### src/rtl/ising1d_pkg.sv
`default_nettype none
// ----------------------------------------------------------------------------
// ising1d_pkg
// Shared widths, register codes and configuration struct for the 1D Ising
// Metropolis update block.
// ----------------------------------------------------------------------------
package ising1d_pkg;

  localparam int N_SITES = 1024;
  localparam int SITE_W  = 10;
  localparam int ROWS    = N_SITES / 2;
  localparam int ROW_W   = $clog2(ROWS);
  localparam int DRAW_W  = 16;
  localparam int Q_W     = 16;
  localparam int THR_W   = 17;
  localparam int LOC_W   = 18;
  localparam int DE_W    = 19;
  localparam int E_W     = 40;
  localparam int SUM_W   = 12;
  localparam int PADDR_W = 5;
  localparam int PDATA_W = 32;

  localparam logic [SITE_W:0]     SITE_LIMIT = (SITE_W + 1)'(N_SITES);
  localparam logic [SITE_W-1:0]   SITE_LAST  = SITE_W'(N_SITES - 1);
  localparam logic [SUM_W-1:0]    SUM_RESET  = SUM_W'(N_SITES);
  localparam logic [Q_W-1:0]      J_RESET    = Q_W'(256);
  localparam logic [THR_W-1:0]    THR_RESET  = THR_W'(65536);
  localparam logic signed [E_W-1:0] E_MAX    = {1'b0, {(E_W - 1){1'b1}}};
  localparam logic signed [E_W-1:0] E_MIN    = {1'b1, {(E_W - 1){1'b0}}};

  typedef enum logic [2:0] {
    REG_COUPLING,
    REG_FIELD,
    REG_UP_NEG,
    REG_UP_ZERO,
    REG_UP_POS,
    REG_DOWN_NEG,
    REG_DOWN_ZERO,
    REG_DOWN_POS
  } reg_idx_t;

  // thresholds indexed by neighbour sum: 0 = -2, 1 = 0, 2 = +2
  typedef struct packed {
    logic signed [Q_W-1:0]   coupling;
    logic signed [Q_W-1:0]   field;
    logic [2:0][THR_W-1:0]   thr_up;
    logic [2:0][THR_W-1:0]   thr_down;
  } cfg_t;

endpackage
`default_nettype wire

### src/rtl/ising1d_ram.sv
`default_nettype none
// ----------------------------------------------------------------------------
// ising1d_ram
// Generic RAM, one write port and two read ports, registered read data.
// ----------------------------------------------------------------------------
module ising1d_ram #(
  parameter int DEPTH = 512,
  parameter int DW    = 1,
  parameter int AW    = $clog2(DEPTH)
) (
  input  wire logic          clk,
  input  wire logic          we,
  input  wire logic [AW-1:0] waddr,
  input  wire logic [DW-1:0] wdata,
  input  wire logic          re,
  input  wire logic [AW-1:0] raddr_a,
  input  wire logic [AW-1:0] raddr_b,
  output logic      [DW-1:0] rdata_a,
  output logic      [DW-1:0] rdata_b
);

  logic [DW-1:0] mem [DEPTH];

  always_ff @(posedge clk) begin
    if (re) begin
      rdata_a <= mem[raddr_a];
      rdata_b <= mem[raddr_b];
    end
    if (we) begin
      mem[waddr] <= wdata;
    end
  end

endmodule
`default_nettype wire

### src/rtl/ising1d_regs.sv
`default_nettype none
// ----------------------------------------------------------------------------
// ising1d_regs
// APB register file: coupling, field and the six acceptance thresholds.
// ----------------------------------------------------------------------------
module ising1d_regs (
  input  wire logic                            clk,
  input  wire logic                            rst,
  input  wire logic                            psel,
  input  wire logic                            penable,
  input  wire logic                            pwrite,
  input  wire logic [ising1d_pkg::PADDR_W-1:0] paddr,
  input  wire logic [ising1d_pkg::PDATA_W-1:0] pwdata,
  output logic      [ising1d_pkg::PDATA_W-1:0] prdata,
  output logic                                 pready,
  output ising1d_pkg::cfg_t                    cfg
);
  import ising1d_pkg::*;

  reg_idx_t idx;
  logic     wr;

  assign idx    = reg_idx_t'(paddr[PADDR_W-1:2]);
  assign wr     = psel && penable && pwrite;
  assign pready = 1'b1;

  always_ff @(posedge clk) begin
    if (rst) begin
      cfg.coupling <= J_RESET;
      cfg.field    <= '0;
      cfg.thr_up   <= {3{THR_RESET}};
      cfg.thr_down <= {3{THR_RESET}};
    end else if (wr) begin
      case (idx)
        REG_COUPLING:  cfg.coupling    <= pwdata[Q_W-1:0];
        REG_FIELD:     cfg.field       <= pwdata[Q_W-1:0];
        REG_UP_NEG:    cfg.thr_up[0]   <= pwdata[THR_W-1:0];
        REG_UP_ZERO:   cfg.thr_up[1]   <= pwdata[THR_W-1:0];
        REG_UP_POS:    cfg.thr_up[2]   <= pwdata[THR_W-1:0];
        REG_DOWN_NEG:  cfg.thr_down[0] <= pwdata[THR_W-1:0];
        REG_DOWN_ZERO: cfg.thr_down[1] <= pwdata[THR_W-1:0];
        REG_DOWN_POS:  cfg.thr_down[2] <= pwdata[THR_W-1:0];
        default: ;
      endcase
    end
  end

  always_comb begin
    prdata = '0;
    case (idx)
      REG_COUPLING:  prdata = PDATA_W'(cfg.coupling);
      REG_FIELD:     prdata = PDATA_W'(cfg.field);
      REG_UP_NEG:    prdata = PDATA_W'(cfg.thr_up[0]);
      REG_UP_ZERO:   prdata = PDATA_W'(cfg.thr_up[1]);
      REG_UP_POS:    prdata = PDATA_W'(cfg.thr_up[2]);
      REG_DOWN_NEG:  prdata = PDATA_W'(cfg.thr_down[0]);
      REG_DOWN_ZERO: prdata = PDATA_W'(cfg.thr_down[1]);
      REG_DOWN_POS:  prdata = PDATA_W'(cfg.thr_down[2]);
      default:       prdata = '0;
    endcase
  end

endmodule
`default_nettype wire

### src/rtl/ising_1d_metropolis_update.sv
`default_nettype none
// ----------------------------------------------------------------------------
// ising_1d_metropolis_update
// Metropolis spin update on a periodic 1D Ising ring held in two spin banks.
//
// Input words (site, proposed_spin, uniform_draw) enter on in_valid/in_stall;
// one result word (accepted, delta_energy, energy_total, spin_sum) leaves per
// input on out_valid/out_stall. Sites are split into an even and an odd bank
// of 512 entries; the two neighbours of a site sit in the opposite bank and
// are read on its two read ports, the site itself on one port of its own bank.
// Throughput is one word per cycle while out_stall is low, after the clearing pass.
// Path from accept: RAM read at the accept edge, stage 1 decision and write back,
// stage 2 hold, then energy accumulation into the output register.
// A write from the decision stage is forwarded to the word behind it.
// After reset the block runs a pass over all 512 rows setting every spin up and holds
// in_stall high meanwhile; register writes are taken during the pass.
// When out_stall is high the output word holds and the pipeline fills; with
// all three stages full in_stall rises in the same cycle.
// Registers sit on the APB port at byte address 4*index, pready always high.
// ----------------------------------------------------------------------------
module ising_1d_metropolis_update (
  input  wire logic                                clk,
  input  wire logic                                rst,
  input  wire logic                                in_valid,
  output logic                                     in_stall,
  input  wire logic [ising1d_pkg::SITE_W-1:0]      site,
  input  wire logic                                proposed_spin,
  input  wire logic [ising1d_pkg::DRAW_W-1:0]      uniform_draw,
  output logic                                     out_valid,
  input  wire logic                                out_stall,
  output logic                                     accepted,
  output logic signed [ising1d_pkg::DE_W-1:0]      delta_energy,
  output logic signed [ising1d_pkg::E_W-1:0]       energy_total,
  output logic signed [ising1d_pkg::SUM_W-1:0]     spin_sum,
  input  wire logic                                psel,
  input  wire logic                                penable,
  input  wire logic                                pwrite,
  input  wire logic [ising1d_pkg::PADDR_W-1:0]     paddr,
  input  wire logic [ising1d_pkg::PDATA_W-1:0]     pwdata,
  output logic      [ising1d_pkg::PDATA_W-1:0]     prdata,
  output logic                                     pready
);
  import ising1d_pkg::*;

  cfg_t cfg;

  ising1d_regs u_regs (
    .clk     (clk),
    .rst     (rst),
    .psel    (psel),
    .penable (penable),
    .pwrite  (pwrite),
    .paddr   (paddr),
    .pwdata  (pwdata),
    .prdata  (prdata),
    .pready  (pready),
    .cfg     (cfg)
  );

  // clearing pass
  logic             clr_active;
  logic [ROW_W-1:0] clr_row;

  always_ff @(posedge clk) begin
    if (rst) begin
      clr_active <= 1'b1;
      clr_row    <= '0;
    end else if (clr_active) begin
      clr_row <= clr_row + 1'b1;
      if (clr_row == ROW_W'(ROWS - 1)) begin
        clr_active <= 1'b0;
      end
    end
  end

  // handshake
  logic s1_valid, s2_valid;
  logic out_ready, s2_ready, s1_ready, s1_adv, s2_adv, in_acc;

  assign out_ready = !out_valid || !out_stall;
  assign s2_ready  = !s2_valid || out_ready;
  assign s1_ready  = !s1_valid || s2_ready;
  assign s1_adv    = s1_valid && s2_ready;
  assign s2_adv    = s2_valid && out_ready;
  assign in_stall  = clr_active || !s1_ready;
  assign in_acc    = in_valid && !in_stall;

  // read addresses
  logic [SITE_W-1:0] left_site, right_site;

  assign left_site  = (site == '0) ? SITE_LAST : site - 1'b1;
  assign right_site = (site == SITE_LAST) ? '0 : site + 1'b1;

  logic [1:0]            ram_we;
  logic [ROW_W-1:0]      ram_waddr;
  logic                  ram_wdata;
  logic [1:0][ROW_W-1:0] ram_raddr_a;
  logic [1:0][ROW_W-1:0] ram_raddr_b;
  logic [1:0]            ram_rdata_a;
  logic [1:0]            ram_rdata_b;

  always_comb begin
    for (int b = 0; b < 2; b++) begin
      ram_raddr_a[b] = (site[0] == 1'(b)) ? site[SITE_W-1:1] : left_site[SITE_W-1:1];
      ram_raddr_b[b] = right_site[SITE_W-1:1];
    end
  end

  for (genvar g = 0; g < 2; g++) begin : g_bank
    ising1d_ram #(
      .DEPTH (ROWS),
      .DW    (1)
    ) u_bank (
      .clk     (clk),
      .we      (ram_we[g]),
      .waddr   (ram_waddr),
      .wdata   (ram_wdata),
      .re      (in_acc),
      .raddr_a (ram_raddr_a[g]),
      .raddr_b (ram_raddr_b[g]),
      .rdata_a (ram_rdata_a[g]),
      .rdata_b (ram_rdata_b[g])
    );
  end

  // stage 1: decide and write back
  logic [SITE_W-1:0] s1_site, s1_left, s1_right;
  logic              s1_snew;
  logic [DRAW_W-1:0] s1_draw;

  always_ff @(posedge clk) begin
    if (rst) begin
      s1_valid <= 1'b0;
    end else if (s1_ready) begin
      s1_valid <= in_acc;
    end
  end

  always_ff @(posedge clk) begin
    if (in_acc) begin
      s1_site  <= site;
      s1_left  <= left_site;
      s1_right <= right_site;
      s1_snew  <= proposed_spin;
      s1_draw  <= uniform_draw;
    end
  end

  logic              fwd_valid;
  logic [SITE_W-1:0] fwd_site;
  logic              fwd_spin;

  logic                    par, rd_c, rd_l, rd_r, sp_c, sp_l, sp_r;
  logic                    in_range, same, pass, s1_write, s1_commit, s1_acc;
  logic [1:0]              nsum_idx;
  logic signed [LOC_W-1:0] j2, jn, loc;
  logic signed [DE_W-1:0]  de2, de, s1_de;
  logic [THR_W-1:0]        thr;
  logic [SUM_W-1:0]        spin_total, spin_total_next;

  assign par  = s1_site[0];
  assign rd_c = ram_rdata_a[par];
  assign rd_l = ram_rdata_a[~par];
  assign rd_r = ram_rdata_b[~par];
  assign sp_c = (fwd_valid && fwd_site == s1_site)  ? fwd_spin : rd_c;
  assign sp_l = (fwd_valid && fwd_site == s1_left)  ? fwd_spin : rd_l;
  assign sp_r = (fwd_valid && fwd_site == s1_right) ? fwd_spin : rd_r;

  assign nsum_idx = {1'b0, sp_l} + {1'b0, sp_r};
  assign j2       = {cfg.coupling[Q_W-1], cfg.coupling, 1'b0};

  always_comb begin
    case (nsum_idx)
      2'd0:    jn = -j2;
      2'd2:    jn = j2;
      default: jn = '0;
    endcase
  end

  assign loc       = jn + LOC_W'(cfg.field);
  assign de2       = {loc, 1'b0};
  assign de        = s1_snew ? -de2 : de2;
  assign thr       = s1_snew ? cfg.thr_up[nsum_idx] : cfg.thr_down[nsum_idx];
  assign in_range  = {1'b0, s1_site} < SITE_LIMIT;
  assign same      = s1_snew == sp_c;
  assign pass      = {1'b0, s1_draw} <= thr;
  assign s1_write  = in_range && !same && pass;
  assign s1_acc    = in_range && (same || pass);
  assign s1_de     = s1_write ? de : '0;
  assign s1_commit = s1_adv && s1_write;

  always_comb begin
    spin_total_next = spin_total;
    if (s1_commit) begin
      spin_total_next = s1_snew ? spin_total + SUM_W'(2) : spin_total - SUM_W'(2);
    end
  end

  always_comb begin
    ram_we    = '0;
    ram_waddr = s1_site[SITE_W-1:1];
    ram_wdata = s1_snew;
    if (clr_active) begin
      ram_we    = 2'b11;
      ram_waddr = clr_row;
      ram_wdata = 1'b1;
    end else if (s1_commit) begin
      ram_we[par] = 1'b1;
    end
  end

  always_ff @(posedge clk) begin
    if (rst) begin
      fwd_valid  <= 1'b0;
      spin_total <= SUM_RESET;
    end else begin
      spin_total <= spin_total_next;
      if (s1_commit) begin
        fwd_valid <= 1'b1;
      end
    end
  end

  always_ff @(posedge clk) begin
    if (s1_commit) begin
      fwd_site <= s1_site;
      fwd_spin <= s1_snew;
    end
  end

  // stage 2: hold decision for accumulation
  logic                   s2_accepted;
  logic signed [DE_W-1:0] s2_de;
  logic [SUM_W-1:0]       s2_sum;

  always_ff @(posedge clk) begin
    if (rst) begin
      s2_valid <= 1'b0;
    end else if (s2_ready) begin
      s2_valid <= s1_valid;
    end
  end

  always_ff @(posedge clk) begin
    if (s1_adv) begin
      s2_accepted <= s1_acc;
      s2_de       <= s1_de;
      s2_sum      <= spin_total_next;
    end
  end

  // output stage: saturating energy accumulation
  logic signed [E_W:0] e_sum;

  assign e_sum = (E_W + 1)'(energy_total) + (E_W + 1)'(s2_de);

  always_ff @(posedge clk) begin
    if (rst) begin
      out_valid    <= 1'b0;
      energy_total <= '0;
    end else begin
      if (out_ready) begin
        out_valid <= s2_valid;
      end
      if (s2_adv) begin
        if (e_sum[E_W] != e_sum[E_W-1]) begin
          energy_total <= e_sum[E_W] ? E_MIN : E_MAX;
        end else begin
          energy_total <= e_sum[E_W-1:0];
        end
      end
    end
  end

  always_ff @(posedge clk) begin
    if (s2_adv) begin
      accepted     <= s2_accepted;
      delta_energy <= s2_de;
      spin_sum     <= s2_sum;
    end
  end

  a_no_item_in_clear: assert property (@(posedge clk) disable iff (rst)
    clr_active |-> !s1_valid && !s2_valid)
    else $error("word in flight during clearing pass");

  a_one_bank_write: assert property (@(posedge clk) disable iff (rst)
    !clr_active |-> $onehot0(ram_we))
    else $error("pipeline wrote both banks");

  a_spin_total_hold: assert property (@(posedge clk) disable iff (rst)
    !s1_commit |=> $stable(spin_total))
    else $error("spin total moved without a write");

  a_reject_zero: assert property (@(posedge clk) disable iff (rst)
    (s2_valid && !s2_accepted) |-> (s2_de == '0))
    else $error("rejected word carries energy change");

  a_energy_hold: assert property (@(posedge clk) disable iff (rst)
    (out_valid && out_stall) |=> $stable(energy_total))
    else $error("energy total moved under stall");

endmodule
`default_nettype wire
### config.mk
export PLATFORM = sky130hd
export DESIGN_NAME = ising_1d_metropolis_update
export DESIGN_NICKNAME = d
export VERILOG_FILES = /design/src/rtl/ising1d_pkg.sv /design/src/rtl/ising1d_ram.sv /design/src/rtl/ising1d_regs.sv /design/src/rtl/ising_1d_metropolis_update.sv
export SDC_FILE = /design/constraint.sdc
export NUM_CORES = 2
export LEC_CHECK = 0
export BUFFER_PORTS_ARGS = -buffer_cell sky130_fd_sc_hd__buf_2
export CAP_MARGIN = 20
export CORE_ASPECT_RATIO = 0.7
export CORE_MARGIN = 4
export CORE_UTILIZATION = 60
export DETAILED_ROUTE_END_ITERATION = 16
export PLACE_DENSITY = 0.76
export SETUP_SLACK_MARGIN = 0.2
export SYNTH_ARGS = -nofsm -noshare
export SYNTH_HDL_FRONTEND = slang
export SYNTH_HIERARCHICAL = 1
export SYNTH_SLANG_ARGS = --single-unit
export TNS_END_PERCENT = 10
### constraint.sdc
create_clock -name clk -period 21.1 [get_ports clk]
set_input_delay 4.22 -clock clk [delete_from_list [all_inputs] [get_ports clk]]
set_output_delay 4.22 -clock clk [all_outputs]
set_load 0.02 [all_outputs]
==> run metrics <==
total vias in the final route about 54000; GR Util All Layers 32.88%; top cells by count, synth nor2_1 (1231), edfxtp_1 (1146), mux2i_1 (641), clkbuf_1 (299), mux4_2 (294); top fanout value on the critical path 49; endpoint class of the critical path flop; postcts setup bufs 0; Area Growth Syn to Fin 7.308%; share of synthesized flip-flops with an asynchronous set or reset 0%; Post-Syn Area about 0.073 mm²; clk sink count between 1000 and 1500; required time worst endpoint 21.56 ns; I/O Buffers 157; RSZ-0062 raised after global routing no; std cell rows about 110; initial antenna violation count 11; antenna-violating nets left 0; first-pass GRT wire length 319600 µm; Synth area leader edfxtp_1; status finished, final reports clean; worst min path class flop to flop; Psw approximately 0.0014 W; Routed WL approximately 210000 µm; Worst-Margin Slew 1.346 ns; Power Dens Cells 73.37 mW/mm²; largest cells by area after synthesis edfxtp_1 (47%), mux4_2 (9.0%), mux2i_1 (8.8%); most frequent cell after synthesis nor2_1; Yosys cell types 97; ys flop type edfxtp_1; TritonCTS Buffers between 100 and 150; Fin. Hold Viols 0; CTS resizes 0; layout cell share with drive strength beyond 1 approximately 14%; DRC Markers 0; Pre-Repair DR Iteration Count 7; largest net degree at the start of global routing 257; Lkg Pwr between 20 and 25 nW; Seq cells post-synth 1345; Layout Utilization 65.30%; yosys warns 6; CTS H-tree lvls 4; WP data arrival 11.51 ns; cell-internal power 0.004345 W; Slowest Stage Delay on Critical Path approximately 0.84 ns; Crit Path Class input port to flop; Final period util 52.37%; fin. max-slew vios 0; fin crit period around 11 ns; Worst IR Drop VDD 0.00006825 V; CP top delay family buffers and inverters; hold buffer count at CTS 0; Fmax 90.50 MHz; critical path's slowest cell buf_4; Gate power share just over 9%; Worst Setup SP site[0]; worst r2r src fwd_site[3]$_DFFE_PN_; sequential element share of the synthesized area around 52%; Post-synth EDFFs 1146; final setup vio count 0; Final nets approximately 6100; switching share of total power 24.61%; die height roughly 300 µm; initial cell density of the core 60.86%; sequential power share 49.4%; CTS tree done; Cells after Synth 6081; Max Cap Viol 0; clock network power share 41.3%; dpl hpwl 125300 µm; core region area between 0.1 and 0.15 mm²; Rel. slew slack about a tenth; Bufs on Longest Clock Path 3; Boundary Pins 178; syn avg cell area 12.04 µm²; initial drt markers 7946; gp weighted congestion 0.9197; final setup TNS 0 ns; via/cell ratio 6.963; Worst Setup Start Kind input port; CP Cell Sequence buf_2, clkinv_1, ha_1, nand2_1, or3_1, or3_1, or3_1, nand2_1, nor2_1, a21oi_4, buf_4, buf_4, buf_4, mux4_1, mux4_2, and3_4, nor4_2, a2111o_1, nand4_1; grt ovf 0; HP Start s2_sum[7]$_DFFE_PP_; vias in the first global route 52590; Clock Skew about 0.027 ns; clock latency at the later pin of the worst-skew pair 0.78 ns; Clock transition at path regs ~0.06 ns; CP bufs+invs 5; top-area cell type share of the netlist area between 40% and 50%; Chip Width approximately 430 µm; Clock Tree Root clkbuf_16; WL/cell about 28 µm; Die ar. 0.1278 mm²
## power groups by stage
stage               clock [W]  combinational, W  sequential (W)
floorplan                   0          0.000366         0.00290
global placement            0          0.000503         0.00291
detailed placement          0          0.000508         0.00291
CTS                   0.00241          0.000510         0.00285
global route          0.00252          0.000544         0.00285
finish                0.00238          0.000532         0.00285
## per-layer routing
metal	GRT usage, %	share of wire, %	wire length (µm)
met5	0	0.0061	13
met4	13.34	4.0	8453
met3	10.64	15	31040
met2	48.81	44	93670
met1	45.06	38	80230
## registers in the layout, indices dropped and copies added, names as in the netlist, 2 cells and up
| name | cells |
|---|---|
| g_bank.u_bank/rdata_b | 2 |
| u_regs/cfg | 134 |
| s1_draw | 16 |
| s2_sum | 11 |
| spin_sum | 11 |
| s1_left | 10 |
| energy_total | 40 |
| g_bank.u_bank/mem | 1024 |
| spin_total | 11 |
| s2_de | 18 |
| clr_row | 9 |
| s1_right | 10 |
| s1_site | 10 |
| fwd_site | 10 |
| delta_energy | 18 |
| g_bank.u_bank/rdata_a | 2 |
## final cells by class
cell class | instances | area [µm²]
diodes | 12 | 30.03
clock buffers | 174 | 3650
clock inverters | 72 | 629.4
fillers | 8894 | 41740
inverters | 65 | 244.0
multi-input cells | 4152 | 31880
flip-flops and latches | 1345 | 38400
well taps | 1620 | 2027
repair buffers | 266 | 1702
## worst paths after layout
path / end / slack (ns) / cells after the start
hold / removal: spin_sum[7]$_DFFE_PP_ / 0.42 / 0
setup / recovery: g_bank[1].u_bank/rdata_a$_DFFE_PP_ / 10.05 / 19
setup reg to reg: g_bank[1].u_bank/mem[345]$_DFFE_PP_ / 11.61 / 21
hold reg to reg: spin_sum[7]$_DFFE_PP_ / 0.42 / 0
## kinds of logic after synthesis
| group | share of synthesized area [%] |
|---|---|
| compound gates | 9.354 |
| mux | 18.97 |
| buf+inv | 4.292 |
| simple gates | 11.86 |
| other cells | 0.01026 |
| flops | 52.45 |
| xor+xnor | 1.424 |
| fa+ha+maj | 1.637 |
## through the flow
stage / instances / power [W] / setup WS [ns] / hold slack (ns) / instance area, µm²
CTS: 7688 / 0.005764 / 10.30 / 0.4189 / 78440
global route: 7701 / 0.005910 / 9.755 / 0.4272 / 78540
detailed placement: 7442 / 0.003414 / 9.494 / 0.4045 / 74160
global placement: 7442 / 0.003408 / 9.625 / 0.4025 / 74160
floorplan: 6082 / 0.003270 / 5.513 / 0.4003 / 73210
finish: 7706 / 0.005764 / 10.05 / 0.4188 / 78560
## cells in the final DEF, fill, tap and decap left out, types with 18 or more instances in the layout
cell,netlist,final
nand2b_1,173,169
dfxtp_1,199,199
clkinv_1,17,41
buf_2,49,156
a21oi_1,252,250
o22ai_1,126,126
nor3b_1,28,28
inv_1,48,48
mux2i_1,641,641
and2_1,23,22
nor2b_1,38,36
xnor2_1,76,73
o221ai_1,233,233
a211oi_1,21,21
and3_1,23,23
a22oi_1,18,18
mux4_2,294,294
edfxtp_1,1146,1146
a21o_1,38,38
xor2_1,43,41
nand2_1,222,215
nor2_1,1231,1227
nor3_1,51,51
o21ai_0,97,96
nand4_1,36,36
clkbuf_16,0,139
nand3_1,49,41
clkbuf_1,299,31
clkinv_2,0,21
nor4_1,21,21
buf_4,41,103
mux2_2,50,50
ha_1,91,91
o211ai_1,20,20
Power figures use the tool's default switching activity.
